`config.mk`:
```
export PLATFORM = sky130hd
export DESIGN_NAME = cmc_mac
export DESIGN_NICKNAME = d
export VERILOG_FILES = /design/src/design/cmc_pkg.sv /design/src/design/cmc_mac.sv
export SDC_FILE = /design/constraint.sdc
export NUM_CORES = 2
export LEC_CHECK = 0
export ABC_CLOCK_PERIOD_IN_PS = 6400
export BUFFER_PORTS_ARGS = -buffer_cell sky130_fd_sc_hd__clkbuf_2
export CORE_MARGIN = 5
export CORE_UTILIZATION = 60
export CTS_CLUSTER_SIZE = 24
export DETAILED_ROUTE_END_ITERATION = 10
export PLACE_DENSITY = 0.9
export SLEW_MARGIN = 20
export SYNTH_ARGS = -nofsm -noshare
export SYNTH_HDL_FRONTEND = slang
export SYNTH_SLANG_ARGS = --single-unit
```
`constraint.sdc`:
```
create_clock -name clk -period 6.4 [get_ports clk]
set_clock_uncertainty 0.2 [all_clocks]
set_input_delay 0.32 -clock clk [delete_from_list [all_inputs] [get_ports clk]]
set_output_delay 0.32 -clock clk [all_outputs]
set_load 0.1 [all_outputs]
```
`src/design/cmc_pkg.sv`:
```
// ---------------------------------------------------------------------------
// Complex mixed convolver package
// Shared sizes, field positions, codes and control types of the convolver.
// ---------------------------------------------------------------------------
package cmc_pkg;

  // Sizing of the tap and history stores and of the samples.
  localparam int MAX_TAPS    = 32;
  localparam int SAMPLE_BITS = 16;
  localparam int IDX_W       = (MAX_TAPS > 1) ? $clog2(MAX_TAPS) : 1;

  // Fixed field widths.
  localparam int TIDX_W = 5;
  localparam int KLEN_W = 6;
  localparam int ACC_W  = 40;
  localparam int PROD_W = 2 * SAMPLE_BITS;
  localparam int SUM_W  = PROD_W + 1;

  // Input item tdata layout, lowest bit first.
  localparam int IN_IDX_LSB = 0;
  localparam int IN_RE_LSB  = IN_IDX_LSB + TIDX_W;
  localparam int IN_IM_LSB  = IN_RE_LSB + SAMPLE_BITS;
  localparam int IN_CLR_BIT = IN_IM_LSB + SAMPLE_BITS;
  localparam int IN_USED_W  = IN_CLR_BIT + 1;
  localparam int IN_W       = ((IN_USED_W + 7) / 8) * 8;
  localparam int OUT_W      = 2 * ACC_W;

  // Item kinds carried in tuser.
  localparam logic REQ_TAP    = 1'b0;
  localparam logic REQ_SAMPLE = 1'b1;

  // Configuration register indexes.
  localparam logic [1:0] CFG_KERNEL_LENGTH  = 2'd0;
  localparam logic [1:0] CFG_SAMPLE_COMPLEX = 2'd1;
  localparam logic [1:0] CFG_KERNEL_COMPLEX = 2'd2;
  localparam logic [1:0] CFG_OUTPUT_COMPLEX = 2'd3;

  // Sequencer states.
  typedef enum logic [1:0] {
    S_IDLE,
    S_RUN,
    S_WAIT,
    S_HOLD
  } seq_state_t;

  // Control that travels with each multiply-accumulate beat.
  typedef struct packed {
    logic vld;
    logic first;
    logic last;
  } mac_ctl_t;

  // Operands of one beat.
  typedef struct packed {
    logic signed [SAMPLE_BITS-1:0] xr;
    logic signed [SAMPLE_BITS-1:0] xi;
    logic signed [SAMPLE_BITS-1:0] kr;
    logic signed [SAMPLE_BITS-1:0] ki;
  } mac_opd_t;

endpackage

```
`src/design/cmc_mac.sv`:
```
// ---------------------------------------------------------------------------
// Complex multiply-accumulate unit
// Pipelined complex product of one sample and one tap per beat, summed into
// 40-bit real and imaginary accumulators over a run of beats.
// ---------------------------------------------------------------------------
module cmc_mac
  import cmc_pkg::*;
(
  input  logic                    clk,
  input  logic                    rst,
  input  mac_ctl_t                ctl,
  input  mac_opd_t                opd,
  output logic                    done,
  output logic signed [ACC_W-1:0] acc_re,
  output logic signed [ACC_W-1:0] acc_im
);

  mac_ctl_t                  s1_ctl;
  mac_ctl_t                  s2_ctl;
  logic signed [PROD_W-1:0]  p_rr;
  logic signed [PROD_W-1:0]  p_ii;
  logic signed [PROD_W-1:0]  p_ri;
  logic signed [PROD_W-1:0]  p_ir;
  logic signed [SUM_W-1:0]   sum_re;
  logic signed [SUM_W-1:0]   sum_im;
  logic signed [ACC_W-1:0]   acc_re_base;
  logic signed [ACC_W-1:0]   acc_im_base;

  // Control pipeline.
  always_ff @(posedge clk) begin
    if (rst) begin
      s1_ctl <= '0;
      s2_ctl <= '0;
      done   <= 1'b0;
    end else begin
      s1_ctl <= ctl;
      s2_ctl <= s1_ctl;
      done   <= s2_ctl.vld && s2_ctl.last;
    end
  end

  // Stage 1: the four partial products.
  always_ff @(posedge clk) begin
    p_rr <= opd.xr * opd.kr;
    p_ii <= opd.xi * opd.ki;
    p_ri <= opd.xr * opd.ki;
    p_ir <= opd.xi * opd.kr;
  end

  // Stage 2: combine into the complex product.
  always_ff @(posedge clk) begin
    sum_re <= SUM_W'(p_rr) - SUM_W'(p_ii);
    sum_im <= SUM_W'(p_ri) + SUM_W'(p_ir);
  end

  // Stage 3: accumulate, restarting on the first beat of a run.
  assign acc_re_base = s2_ctl.first ? '0 : acc_re;
  assign acc_im_base = s2_ctl.first ? '0 : acc_im;

  always_ff @(posedge clk) begin
    if (s2_ctl.vld) begin
      acc_re <= acc_re_base + ACC_W'(sum_re);
      acc_im <= acc_im_base + ACC_W'(sum_im);
    end
  end

  // Done follows a closing beat: it is raised only after a valid last beat
  // has reached the accumulator stage.
  a_done_follows_beat : assert property (@(posedge clk) disable iff (rst)
    done |-> $past(s2_ctl.vld) && $past(s2_ctl.last))
    else $error("accumulator done without a closing beat");

  a_stage_order : assert property (@(posedge clk) disable iff (rst)
    s1_ctl.vld |=> s2_ctl.vld)
    else $error("beat lost between product and sum stages");

  a_single_done : assert property (@(posedge clk) disable iff (rst)
    done |=> !done)
    else $error("done held for more than one cycle");

endmodule

```
Yosys cells after proc, flatten, opt, wreduce, memory -nomap -nowiden
Index checks and enable logic that the tools add are counted.
Widths: inputs -> output; s select.
{"block": "word_totals", "out_inout_bits": 81, "inputBits": 69, "register_bits": 281}
{"block": "op_classes", "n_mux": 2, "n_addsub": 4, "n_reduce_logical": 1, "n_mul": 4}
{"cell": "$mul 16x16->32", "count": 4}
{"cell": "$add 40x33->40", "count": 2}
{"cell": "$mux 40", "count": 2}
{"cell": "$add 32x32->33", "count": 1}
{"cell": "$sub 32x32->33", "count": 1}
{"cell": "$logic_and 1x1->1", "count": 1}

Depth between registers and ports, before layout
{"block": "depth", "word_depth": 2, "mapped_depth": 24}

Worst setup path before layout
Ideal clock, no wire load.
{"block": "synth_path", "path_kind": "input -> register", "from": "input opd[63] (netlist bit)", "to": "register p_rr[31]", "slack_ns": -0.141, "t_required_ns": 6.128, "arrival_time_ns": 6.269, "stages": 21, "setup_time_ns": 0.072, "path_cell_list": "clkbuf_1 > nand2_1 > inv_1 > fa_1 > fa_1 > inv_1 > fa_1 > fa_1 > fa_1 > fa_1 > inv_1 > ha_1 > and3_1 > nand3_1 > o21ai_0 > o21ai_0 > or4b_2 > a41oi_1 > o21bai_1 > a21oi_1 > xnor2_1"}
{"block": "synth_between", "elab_chain_cells": 1}
{"item": "start: declaration", "line_no": "cmc_mac.sv:12", "rtl": "input mac_opd_t opd,"}
{"item": "$mul 16x16->32", "line_no": "cmc_mac.sv:44", "rtl": "p_rr <= opd.xr * opd.kr;"}
{"item": "end signal: assignment", "line_no": "cmc_mac.sv:44"}
{"item": "end: declaration", "line_no": "cmc_mac.sv:20", "rtl": "logic signed [PROD_W-1:0] p_rr;"}
No other way between the ends.
A chain may end at the register's enable or synchronous reset.

Final worst setup path
{"block": "layout_path", "from": "input opd[40] (netlist bit)", "to": "register p_ii[30]"}
{"block": "layout_between", "elab_chain_cells": 1}
{"item": "$mul 16x16->32", "line_no": "cmc_mac.sv:45", "rtl": "p_ii <= opd.xi * opd.ki;"}
{"item": "end signal: assignment", "line_no": "cmc_mac.sv:45"}
{"item": "end: declaration", "line_no": "cmc_mac.sv:21", "rtl": "logic signed [PROD_W-1:0] p_ii;"}
No other way between the ends.

==> run_results.csv <==
group,metric,value,unit
run_status,run_status,"finished, final reports clean",
sta,setup_viol,0,
worst_setup_path,worst_ep_arrival_time,6.49,ns
clock_network,clk_pin_slew,0.07,ns
place,portBuffers,149,
route,num_vias,42400,
global_route,antenna_found_initial,10,
layout,nFillCells,5831,
place,gp_congestion,0.949,
global_route,grt_pass1_wl,231000,um
place,dp_hpwl,115000,um
floorplanning,start_util,60.4,%
clock_network,cts_buffers,36,
logic_synthesis,synth_cells,5729,
sta,rsz0062_at_grt,"no",
route,post-route-drc-count,0,
logic_synthesis,ys_seq_area_share,12.1,%
job,cap_violations,0,
floorplanning,dieArea,0.0949,sq mm
layout,final_core_util,67.5,%
logic_synthesis,ys_warn_count,0,
floorplanning,fp.coreArea,0.0882,sq mm
global_route,globalRouteTotalUtil,30.3,%
sta,finalHoldViolCount,0,
route,wl,142000,um
global_route,grt_pass1_vias,46700,
logic_synthesis,synthFlopType,"dfxtp_1",
clock_network,clock_sinks,281,
global_route,grt_max_degree,82,
logic_synthesis,async_reset_ff_share,0,%
logic_synthesis,synth_edf_count,80,
logic_synthesis,synth_area_leader_cell,"fa_1",
logic_synthesis,yosysMostFrequentCell,"inv_1",
logic_synthesis,synth.area.top_cells,"fa_1 (40%), ha_1 (11%), inv_1 (8.6%)",
logic_synthesis,ys_top_cells_by_count,"inv_1 (1227), fa_1 (1052), nand2_1 (563), and2_1 (497), ha_1 (470)",
route,drt_pass1_iterations,9,
floorplanning,fp.dieH,308,um
sta,finalCritPeriodShare,97.3,%
clock_network,clkLatencyLatePin,0.57,ns
floorplanning,row_count,109,
min_path,min_path_type,"primary input to register",
logic_synthesis,synth_area,0.0533,sq mm
worst_setup_path,cp-end-kind,"register",
route,drtAntennaViolNets,0,
worst_setup_path,crit_type,"primary input to register",
clock_network,h-tree-depth,2,
clock_network,cts_buffer_depth,3,
layout,finalNetCount,7681,
worst_setup_path,start_kind,"primary input",
route,wl_per_cell,19.5,um
worst_setup_path,cp_common_cell,"fa_1",
sta,slew_violations,0,
floorplanning,die_w,308,um
worst_setup_path,max_stage_delay,0.53,ns
global_route,overflow,0,
logic_synthesis,syn_nets,7320,
route,drtIter0Drc,3684,
worst_setup_path,rrSetupSlack,1.83,ns
layout,drive_gt1_share,10.2,%
sta,max_freq,0.161,GHz
worst_setup_path,path_cells,"clkbuf_2 > and2_1 > fa_1 > inv_1 > fa_1 > fa_1 > inv_1 > fa_1 > fa_1 > inv_1 > fa_1 > inv_1 > ha_1 > and3_1 > nand4_1 > a211oi_2 > o41a_1 > a22oi_1 > a21oi_1 > a211o_1 > a21oi_1 > xnor2_1",
logic_synthesis,synth_area_per_cell,9.30,sq um
logic_synthesis,yosysUniqueCellTypes,77,
sta,min_period,6.23,ns
clock_network,cts_tree,"done",
logic_synthesis,synth.top_cell.area_share,39.5,%
worst_setup_path,critPathMaxFanout,12,
worst_setup_path,required,6.66,ns
route,viasPerCell,5.81,
sta,worstMarginPinSlew,0.748,ns
layout,area_growth,11.8,%
sta,fin_ws,0.171,ns
sta,slew_headroom,50.1,%
worst_setup_path,critPathSlowestCell,"fa_1",
logic_synthesis,ys_ff_latch,281,
floorplanning,io_pins,150,
place,dp_slack,-0.407,ns
clock_network,post_cts_buffers,0,
clock_network,clock_tree.root_cell,"clkbuf_16",
-- critical path, delay by kind of cell --
family          cells  cell delay (ns)
fa+ha+maj           7             3.33
simple gates        3             0.71
compound gates      6             1.47
buf+inv             5             0.52
xor+xnor            1             0.13
-- final cells by class --
class	instances	area, sq um	share of cell area (%)
diodes	8	20.0	0.0336
clock buffers	49	1060	1.78
clock inverters	17	186	0.313
multi-input cells	4012	41500	69.7
flip-flops and latches	281	6430	10.8
inverters	1227	4610	7.73
repair buffers	532	4320	7.25
well taps	1165	1460	2.45
-- placed cells by master (no fill, tap or decap), drive strengths merged, types with 10 or more instances in the layout --
cell type	Yosys	routed
and2	497	497
a31oi	23	23
a21oi	196	196
nand3	44	44
a21o	97	97
a211o	10	10
clkbuf	205	195
fa	1052	1052
o31ai	11	11
a211oi	38	38
edfxtp	80	80
nand2	563	563
nor4	10	10
nor3	37	37
and3	27	27
nand4	18	18
o21a	50	50
a31o	10	10
xor2	54	54
xnor2	191	191
nor2b	113	113
or3	13	13
nor2	171	171
o211ai	14	14
dfxtp	201	201
o21ai	137	137
o21bai	23	23
ha	470	470
nand2b	44	44
buf	4	380
inv	1227	1231
-- state kept, by name, summed over array words and instances, names as in the netlist --
register / cells
p_ii: 32
p_ri: 32
acc_im: 40
acc_re: 40
done: 1
s2_ctl: 3
sum_im: 33
sum_re: 33
s1_ctl: 3
p_rr: 32
p_ir: 32
-- cell families (layout without fill, tap and decap cells) --
family | after synthesis | after routing | synth area share, %
xor+xnor | 245 | 245 | 4.03
buf+inv | 1436 | 1825 | 10.1
other cells | 0 | 8 | 0
fa+ha+maj | 1522 | 1522 | 50.6
compound gates | 689 | 689 | 8.56
mux | 2 | 2 | 0.0376
flops | 281 | 281 | 12.1
simple gates | 1554 | 1554 | 14.6
-- routing by layer --
| layer | share of wire (%) | vias to the layer above | GRT usage (%) |
|---|---|---|---|
| met5 | 0.035 | - | 0 |
| met4 | 7.5 | 8 | 18.4 |
| met3 | 10 | 734 | 6.65 |
| met2 | 47 | 2438 | 50.0 |
| met1 | 35 | 20900 | 36.4 |
| li1 | - | 18300 | - |
-- worst paths after layout --
check                                          start                   end  cells after the start
worst max-delay path                         opd[40]      p_ii[30]$_DFF_P_                     22
worst min-delay path                         opd[49]       p_rr[1]$_DFF_P_                      4
worst max register to register  s2_ctl[1]$_SDFF_PP0_  acc_re[39]$_DFFE_PP_                     13
worst min register to register  s2_ctl[0]$_SDFF_PP0_       done$_SDFF_PP0_                      2
-- through the flow --
step	cells	area, sq um	hold WS [ns]	setup TNS (ns)
after floorplan	5729	53300	0.192	0
after global placement	7210	58200	0.199	-0.446
after detailed placement	7210	58200	0.207	-4.66
after CTS	7282	59500	0.157	0
after global routing	7287	59600	0.198	0
final	7291	59600	0.200	0
-- repair_timing --
item                       in CTS  in global routing
hold buffers                    6                  0
gates resized for setup         0                 12
setup endpoints to repair       0                  8
hold endpoints to repair        7                  0
Power is not shown: default switching activity piles up to over one toggle a cycle in this logic, so the estimate is an artifact.
